## src/ddo_pkg.sv

```systemverilog
// Shared types, constants and tables for the differential drive odometry block.
// Used by ddo_mac, ddo_cordic, differential_drive_odometry and the testbench; depends on nothing.
package ddo_pkg;

  // Accumulator width: every product bit that the pose math reads lies below bit 80.
  localparam int AccW = 80;
  // Width of the rotation vector components; travel vectors stay below 2^57.
  localparam int XW = 60;
  // Width of the residual angle inside the rotator.
  localparam int ZW = 34;
  // Depth of the arctangent table and the bits that index it.
  localparam int AtanDepth = 32;
  localparam int AtanIdxW = $clog2(AtanDepth);

  localparam int CordicStepsDef = 24;

  // round(2^32 / pi) and the rotator gain compensation, Q0.32.
  localparam logic [31:0] InvPiBam = 32'd1367130551;
  localparam logic [31:0] CordicGain = 32'd2608131496;

  localparam logic [31:0] DistPerCountRst = 32'd2147484;
  localparam logic [31:0] InvTrackWidthRst = 32'd83886080;

  // Configuration register indexes.
  localparam logic REG_DIST_PER_COUNT = 1'b0;
  localparam logic REG_INV_TRACK_WIDTH = 1'b1;

  // Where a partial product lands in the accumulator.
  typedef enum logic [1:0] {
    SH_0  = 2'd0,
    SH_32 = 2'd1,
    SH_64 = 2'd2
  } sh_sel_t;

  // Control of the shared multiply-accumulate unit.
  typedef struct packed {
    logic    mul;   // load the product register
    logic    acc;   // add the shifted product into the accumulator
    logic    clr;   // start a new sum instead of adding to the old one
    sh_sel_t sh;
  } mac_ctl_t;

  // round(atan(2^-i) * 2^31 / pi)
  function automatic logic [31:0] atan_bam(input logic [AtanIdxW-1:0] idx);
    logic [31:0] r;
    case (idx)
      5'd0:  r = 32'h20000000;
      5'd1:  r = 32'h12E4051E;
      5'd2:  r = 32'h09FB385B;
      5'd3:  r = 32'h051111D4;
      5'd4:  r = 32'h028B0D43;
      5'd5:  r = 32'h0145D7E1;
      5'd6:  r = 32'h00A2F61E;
      5'd7:  r = 32'h00517C55;
      5'd8:  r = 32'h0028BE53;
      5'd9:  r = 32'h00145F2F;
      5'd10: r = 32'h000A2F98;
      5'd11: r = 32'h000517CC;
      5'd12: r = 32'h00028BE6;
      5'd13: r = 32'h000145F3;
      5'd14: r = 32'h0000A2FA;
      5'd15: r = 32'h0000517D;
      5'd16: r = 32'h000028BE;
      5'd17: r = 32'h0000145F;
      5'd18: r = 32'h00000A30;
      5'd19: r = 32'h00000518;
      5'd20: r = 32'h0000028C;
      5'd21: r = 32'h00000146;
      5'd22: r = 32'h000000A3;
      5'd23: r = 32'h00000051;
      5'd24: r = 32'h00000029;
      5'd25: r = 32'h00000014;
      5'd26: r = 32'h0000000A;
      5'd27: r = 32'h00000005;
      5'd28: r = 32'h00000003;
      5'd29: r = 32'h00000001;
      5'd30: r = 32'h00000001;
      5'd31: r = 32'h00000000;
      default: r = 32'h00000000;
    endcase
    return r;
  endfunction

endpackage

```

## src/ddo_mac.sv

```systemverilog
// Shared 32x32 multiplier with a shifting 80-bit accumulator.
// Depends on ddo_pkg for the control struct and widths.
module ddo_mac
  import ddo_pkg::*;
(
  input  logic            clk,
  input  mac_ctl_t        ctl,
  input  logic [31:0]     a,
  input  logic [31:0]     b,
  output logic [AccW-1:0] acc
);

  logic [63:0]     prod;
  logic [AccW-1:0] addend;
  logic [AccW-1:0] base;

  always_comb begin
    case (ctl.sh)
      SH_0:    addend = AccW'(prod);
      SH_32:   addend = AccW'(prod) << 32;
      SH_64:   addend = AccW'(prod) << 64;
      default: addend = '0;
    endcase
    base = ctl.clr ? '0 : acc;
  end

  // The product is registered, then added in the following cycle.
  always_ff @(posedge clk) begin
    if (ctl.mul) begin
      prod <= 64'(a) * 64'(b);
    end
    if (ctl.acc) begin
      acc <= base + addend;
    end
  end

endmodule

```

## config.mk

```make
export PLATFORM = sky130hd
export DESIGN_NAME = ddo_mac
export DESIGN_NICKNAME = d
export VERILOG_FILES = /design/src/ddo_pkg.sv /design/src/ddo_mac.sv
export SDC_FILE = /design/constraint.sdc
export NUM_CORES = 2
export LEC_CHECK = 0
export BUFFER_PORTS_ARGS = -buffer_cell sky130_fd_sc_hd__buf_2
export CAP_MARGIN = 20
export CORE_MARGIN = 10
export CORE_UTILIZATION = 53
export CTS_BUF_LIST = sky130_fd_sc_hd__clkbuf_4 sky130_fd_sc_hd__clkbuf_8 sky130_fd_sc_hd__clkbuf_16
export DETAILED_ROUTE_END_ITERATION = 8
export MAX_ROUTING_LAYER = met4
export PLACE_DENSITY = 0.73
export SETUP_SLACK_MARGIN = 0.05
export SYNTH_ARGS = -nofsm -noshare
export SYNTH_HDL_FRONTEND = slang
export SYNTH_SLANG_ARGS = --single-unit
```

## constraint.sdc

```tcl
create_clock -name clk -period 9 [get_ports clk]
set_input_delay 2.25 -clock clk [delete_from_list [all_inputs] [get_ports clk]]
set_output_delay 2.25 -clock clk [all_outputs]
set_load 0.02 [all_outputs]
```

==> results.md <==
Cells and area:
- At the end of the flow, the number of nets in the layout was 6343.
- Once layout is done, the placed cells without fillers occupy 49400 µm².
- The filler cells instantiated in the layout total 7067.
- Cells with a size suffix above 1 make up 13.4% of the layout.
- Compared with the post-synthesis result, the final layout area differs by 12.9%.

STA:
- The headroom to the max-slew limit is 31.7%.
- The number of max-slew violations in the final report is 0.
- The worst slack on hold paths is 0.765 ns.
- The setup TNS after final layout is 0 ns.
- The number of failing hold endpoints at the final stage is 0.
- The final critical path takes up 98.1% of the cycle.
- Setup repair after global routing left no endpoint under its margin.
- The highest attainable clock frequency is 113 MHz.
- Across the routed clock network, the largest skew measured is 0.0162 ns.
- The minimum period implied by the final worst setup slack is 8.83 ns.
- At the pin with the least slew margin, the transition time is 1.02 ns.
- Setup violations remaining at the end of the flow were counted as 0.

Drt:
- The number of design-rule violations left by the first detailed-router iteration is 2464.
- Summing over every cut layer, the via total after detailed routing is 33900.
- The pre-antenna-repair detailed-routing pass consisted of 8 iterations.
- The wire length reported by the detailed router is 121000 µm.
- Dividing the detail-routed via count by the number of cells gives 5.54.
- The count of antenna-violating nets left after detailed routing is 0.
- The per-cell routed wire length is 19.8 µm.
- The number of remaining DRC errors is 0.

Place:
- The post-detailed-placement cell area is 47900 µm².
- The HPWL after detailed placement is 103000 µm.
- Buffers placed on the I/O ports in this run total 149.
- At the end of routability-driven placement, the weighted congestion stood at 0.980.

Logic synthesis:
- After synthesis, the largest family of logic cells by area is adder cells.
- Of the post-synthesis cell area, the part taken by muxes is 0.755%.
- Summing the areas of all compound-gate instances in the mapped netlist gives 7.87% of the synthesized area.
- The cell taking the most area after synthesis is sky130_fd_sc_hd__fa_1.
- The synthesized netlist devotes 18.2% of its cell area to simple gates.
- The post-synthesis adder-cell area fraction is 50.8%.
- After synthesis, the most frequently instantiated cells are 897 x sky130_fd_sc_hd__fa_1, 858 x sky130_fd_sc_hd__inv_1, 608 x sky130_fd_sc_hd__and2_1.
- Summing every instance area after synthesis gives 43800 µm².
- Summing the areas of all xor and xnor instances in the mapped netlist gives 2.74% of the synthesized area.
- The count of warnings emitted by yosys is 0.
- After synthesis, the cell types taking the most area are sky130_fd_sc_hd__fa_1 41%, sky130_fd_sc_hd__edfxtp_1 9.9%, sky130_fd_sc_hd__ha_1 9.8%.
- In the synthesized netlist the dominant register cell turns out to be sky130_fd_sc_hd__edfxtp_1.
- The share of the yosys chip area belonging to registers is 9.88%.
- The top-area cell type share of the netlist area is 41.0%.
- The post-synthesis average cell area is 9.17 µm².
- The number of synthesized flops with an enable pin is 144.
- After synthesis, the share of flip-flops with an asynchronous set or reset is 0%.
- The post-synthesis instance total is 4771.
- The net count after synthesis is 6080.
- The number of distinct standard cells referenced by the synthesized netlist is 75.
- By instance count, the leading cell after synthesis is sky130_fd_sc_hd__fa_1.
- The total of flip-flops plus latches after synthesis is 144.

Setup path:
- The worst register-to-register path ends at acc[72].
- The most prevalent standard cell on the critical path is sky130_fd_sc_hd__fa_1.
- The critical path startpoint category is an input port.
- STA classifies the critical path endpoint as a flip-flop.
- The arrival time at the worst endpoint is 9.03 ns.
- The kind of critical path is in -> reg.
- For flop-to-flop paths, the worst setup slack is 4.50 ns.
- At the worst endpoint, the required time is 9.20 ns.
- The stage delay of the slowest cell on the critical path is 0.61 ns.
- The highest net fanout along the worst path is 10.
- The highest-delay cell along the critical path is sky130_fd_sc_hd__fa_1.
- The logic depth of the worst register-to-register path is 14.
- The launch point of the worst reg-to-reg path is prod[0].

Floorplanning:
- Once the floorplan was initialized, standard cells occupied 53.4% of the core.
- From bottom edge to top edge, the die measures 307 µm.
- The initialized floorplan defines 105 standard-cell rows.
- For this design the top-level I/O count stands at 150.
- The x dimension of the die is 307 µm.
- The floorplan step defined a die boundary enclosing 94500 µm².
- The area of the core region is 82000 µm².

Min path:
- The class of the worst hold path is reg -> reg.
- Counting instances, the worst hold path has a depth of 2.
- The worst-case hold path end point is acc[0].
- The startpoint of the tightest hold check path is acc[0].

Clock tree:
- CTS built an H-tree with a depth of 4.
- For the worst-skew pair, the clock arrives at the later sink with an insertion delay of 0.44 ns.
- The maximum count of clock buffers along a single path is 2.
- The TritonCTS clock tree is yes.
- The clock transition time at the flip-flop clock pins of the worst setup and hold paths is 0.07 ns.
- The tree is rooted in a sky130_fd_sc_hd__clkbuf_16.
- The number of clock buffers inserted by TritonCTS is 17.
- Counting every sink on the clock net gives 144.

Global routing:
- The number of global-route vias before repair is 36200.
- The pin count of the biggest net entering global routing is 65.
- The wire length of the first global-routing pass is 195000 µm.
- The total congestion overflow after global routing is 0.
- The number of antenna violations at the first check in global routing is 2.
- The global-route usage over all layers is 26.7%.

Job:
- The number of max-capacitance violations reported is 0.

Outcome:
- The run finished with clean final reports.
-- cell type report --
cell class	instances	area, µm²	area share (%)
flip-flops and latches	144	4320	8.75
inverters	858	3220	6.52
repair buffers	514	4170	8.44
well taps	1070	1340	2.71
multi-input cells	3499	35800	72.4
clock inverters	14	133	0.269
clock buffers	17	425	0.861
diodes	2	5.00	0.0101
-- worst max-delay path: cells and delay by family --
family,cells,cell delay [ns]
XOR/XNOR,1,0.15
AO/OA/AOI/OAI,4,0.77
AND/OR/NAND/NOR,4,0.58
buffers and inverters,7,0.81
adder cells (fa/ha/maj),9,4.43
-- per-layer routing --
metal / vias up / global-route usage [%] / wire (µm)
li1: 15200 / - / -
met1: 17200 / 34.2 / 49200
met2: 1235 / 43.9 / 59600
met3: 297 / 2.65 / 7380
met4: 0 / 9.38 / 4940
met5: - / - / 0
-- flip-flops by register name, summed over array words and instances (netlist names) --
name / cells
prod: 64
acc: 80
-- through the flow --
stage               setup slack (ns)  instances  utilization [%]
global placement              -0.453       6072             58.4
global route                  0.0148       6118             60.2
floorplan                     0.0547       4771                -
detailed placement            -0.534       6072             58.4
finish                         0.169       6118             60.2
CTS                          0.00277       6103             59.2
-- worst max-delay path by stage --
stage | startpoint | to | slack [ns] | depth (start not counted)
2_1_floorplan | a[18] | prod[58] | 0.05 | 25
3_3_place_gp | b[10] | prod[56] | -0.45 | 26
3_5_place_dp | b[8] | prod[56] | -0.53 | 27
4_1_cts | b[10] | prod[56] | 0.003 | 28
5_1_grt | a[7] | prod[52] | 0.01 | 24
6_report | a[13] | prod[58] | 0.17 | 25
-- kinds of logic (layout without fill, tap and decap cells) --
group	after synthesis	count (layout)
and+or+nand+nor	1558	1558
other	0	2
xor gates and xnor gates	137	137
AOI/OAI and AO/OA	532	532
muxes	33	33
adders and majority gates	1239	1239
DFF	144	144
buffers and inverters	1128	1403
-- placed cells by master, fill, tap and decap left out, types with 52 or more instances in the layout --
cell,Yosys,routed
sky130_fd_sc_hd__a21oi_1,187,167
sky130_fd_sc_hd__buf_4,0,319
sky130_fd_sc_hd__nor2_1,117,114
sky130_fd_sc_hd__xnor2_1,85,85
sky130_fd_sc_hd__ha_1,342,324
sky130_fd_sc_hd__a21o_1,81,81
sky130_fd_sc_hd__and2_1,608,584
sky130_fd_sc_hd__fa_1,897,883
sky130_fd_sc_hd__xor2_1,52,52
sky130_fd_sc_hd__nand2_1,576,575
sky130_fd_sc_hd__o21ai_0,79,76
sky130_fd_sc_hd__buf_2,7,113
sky130_fd_sc_hd__nor2b_1,94,93
sky130_fd_sc_hd__inv_1,858,849
sky130_fd_sc_hd__edfxtp_1,144,144
-- timing repair --
item                                    in CTS  in global routing
gates resized for setup                      9                224
cloned                                       0                  1
pin swaps                                    2                119
buffers inserted                             0                 12
endpoints found under the setup margin       6                 25
hold buffers                                 0                  0
Power is not shown: default switching activity piles up to over one toggle a cycle in this logic, so the estimate is an artifact.
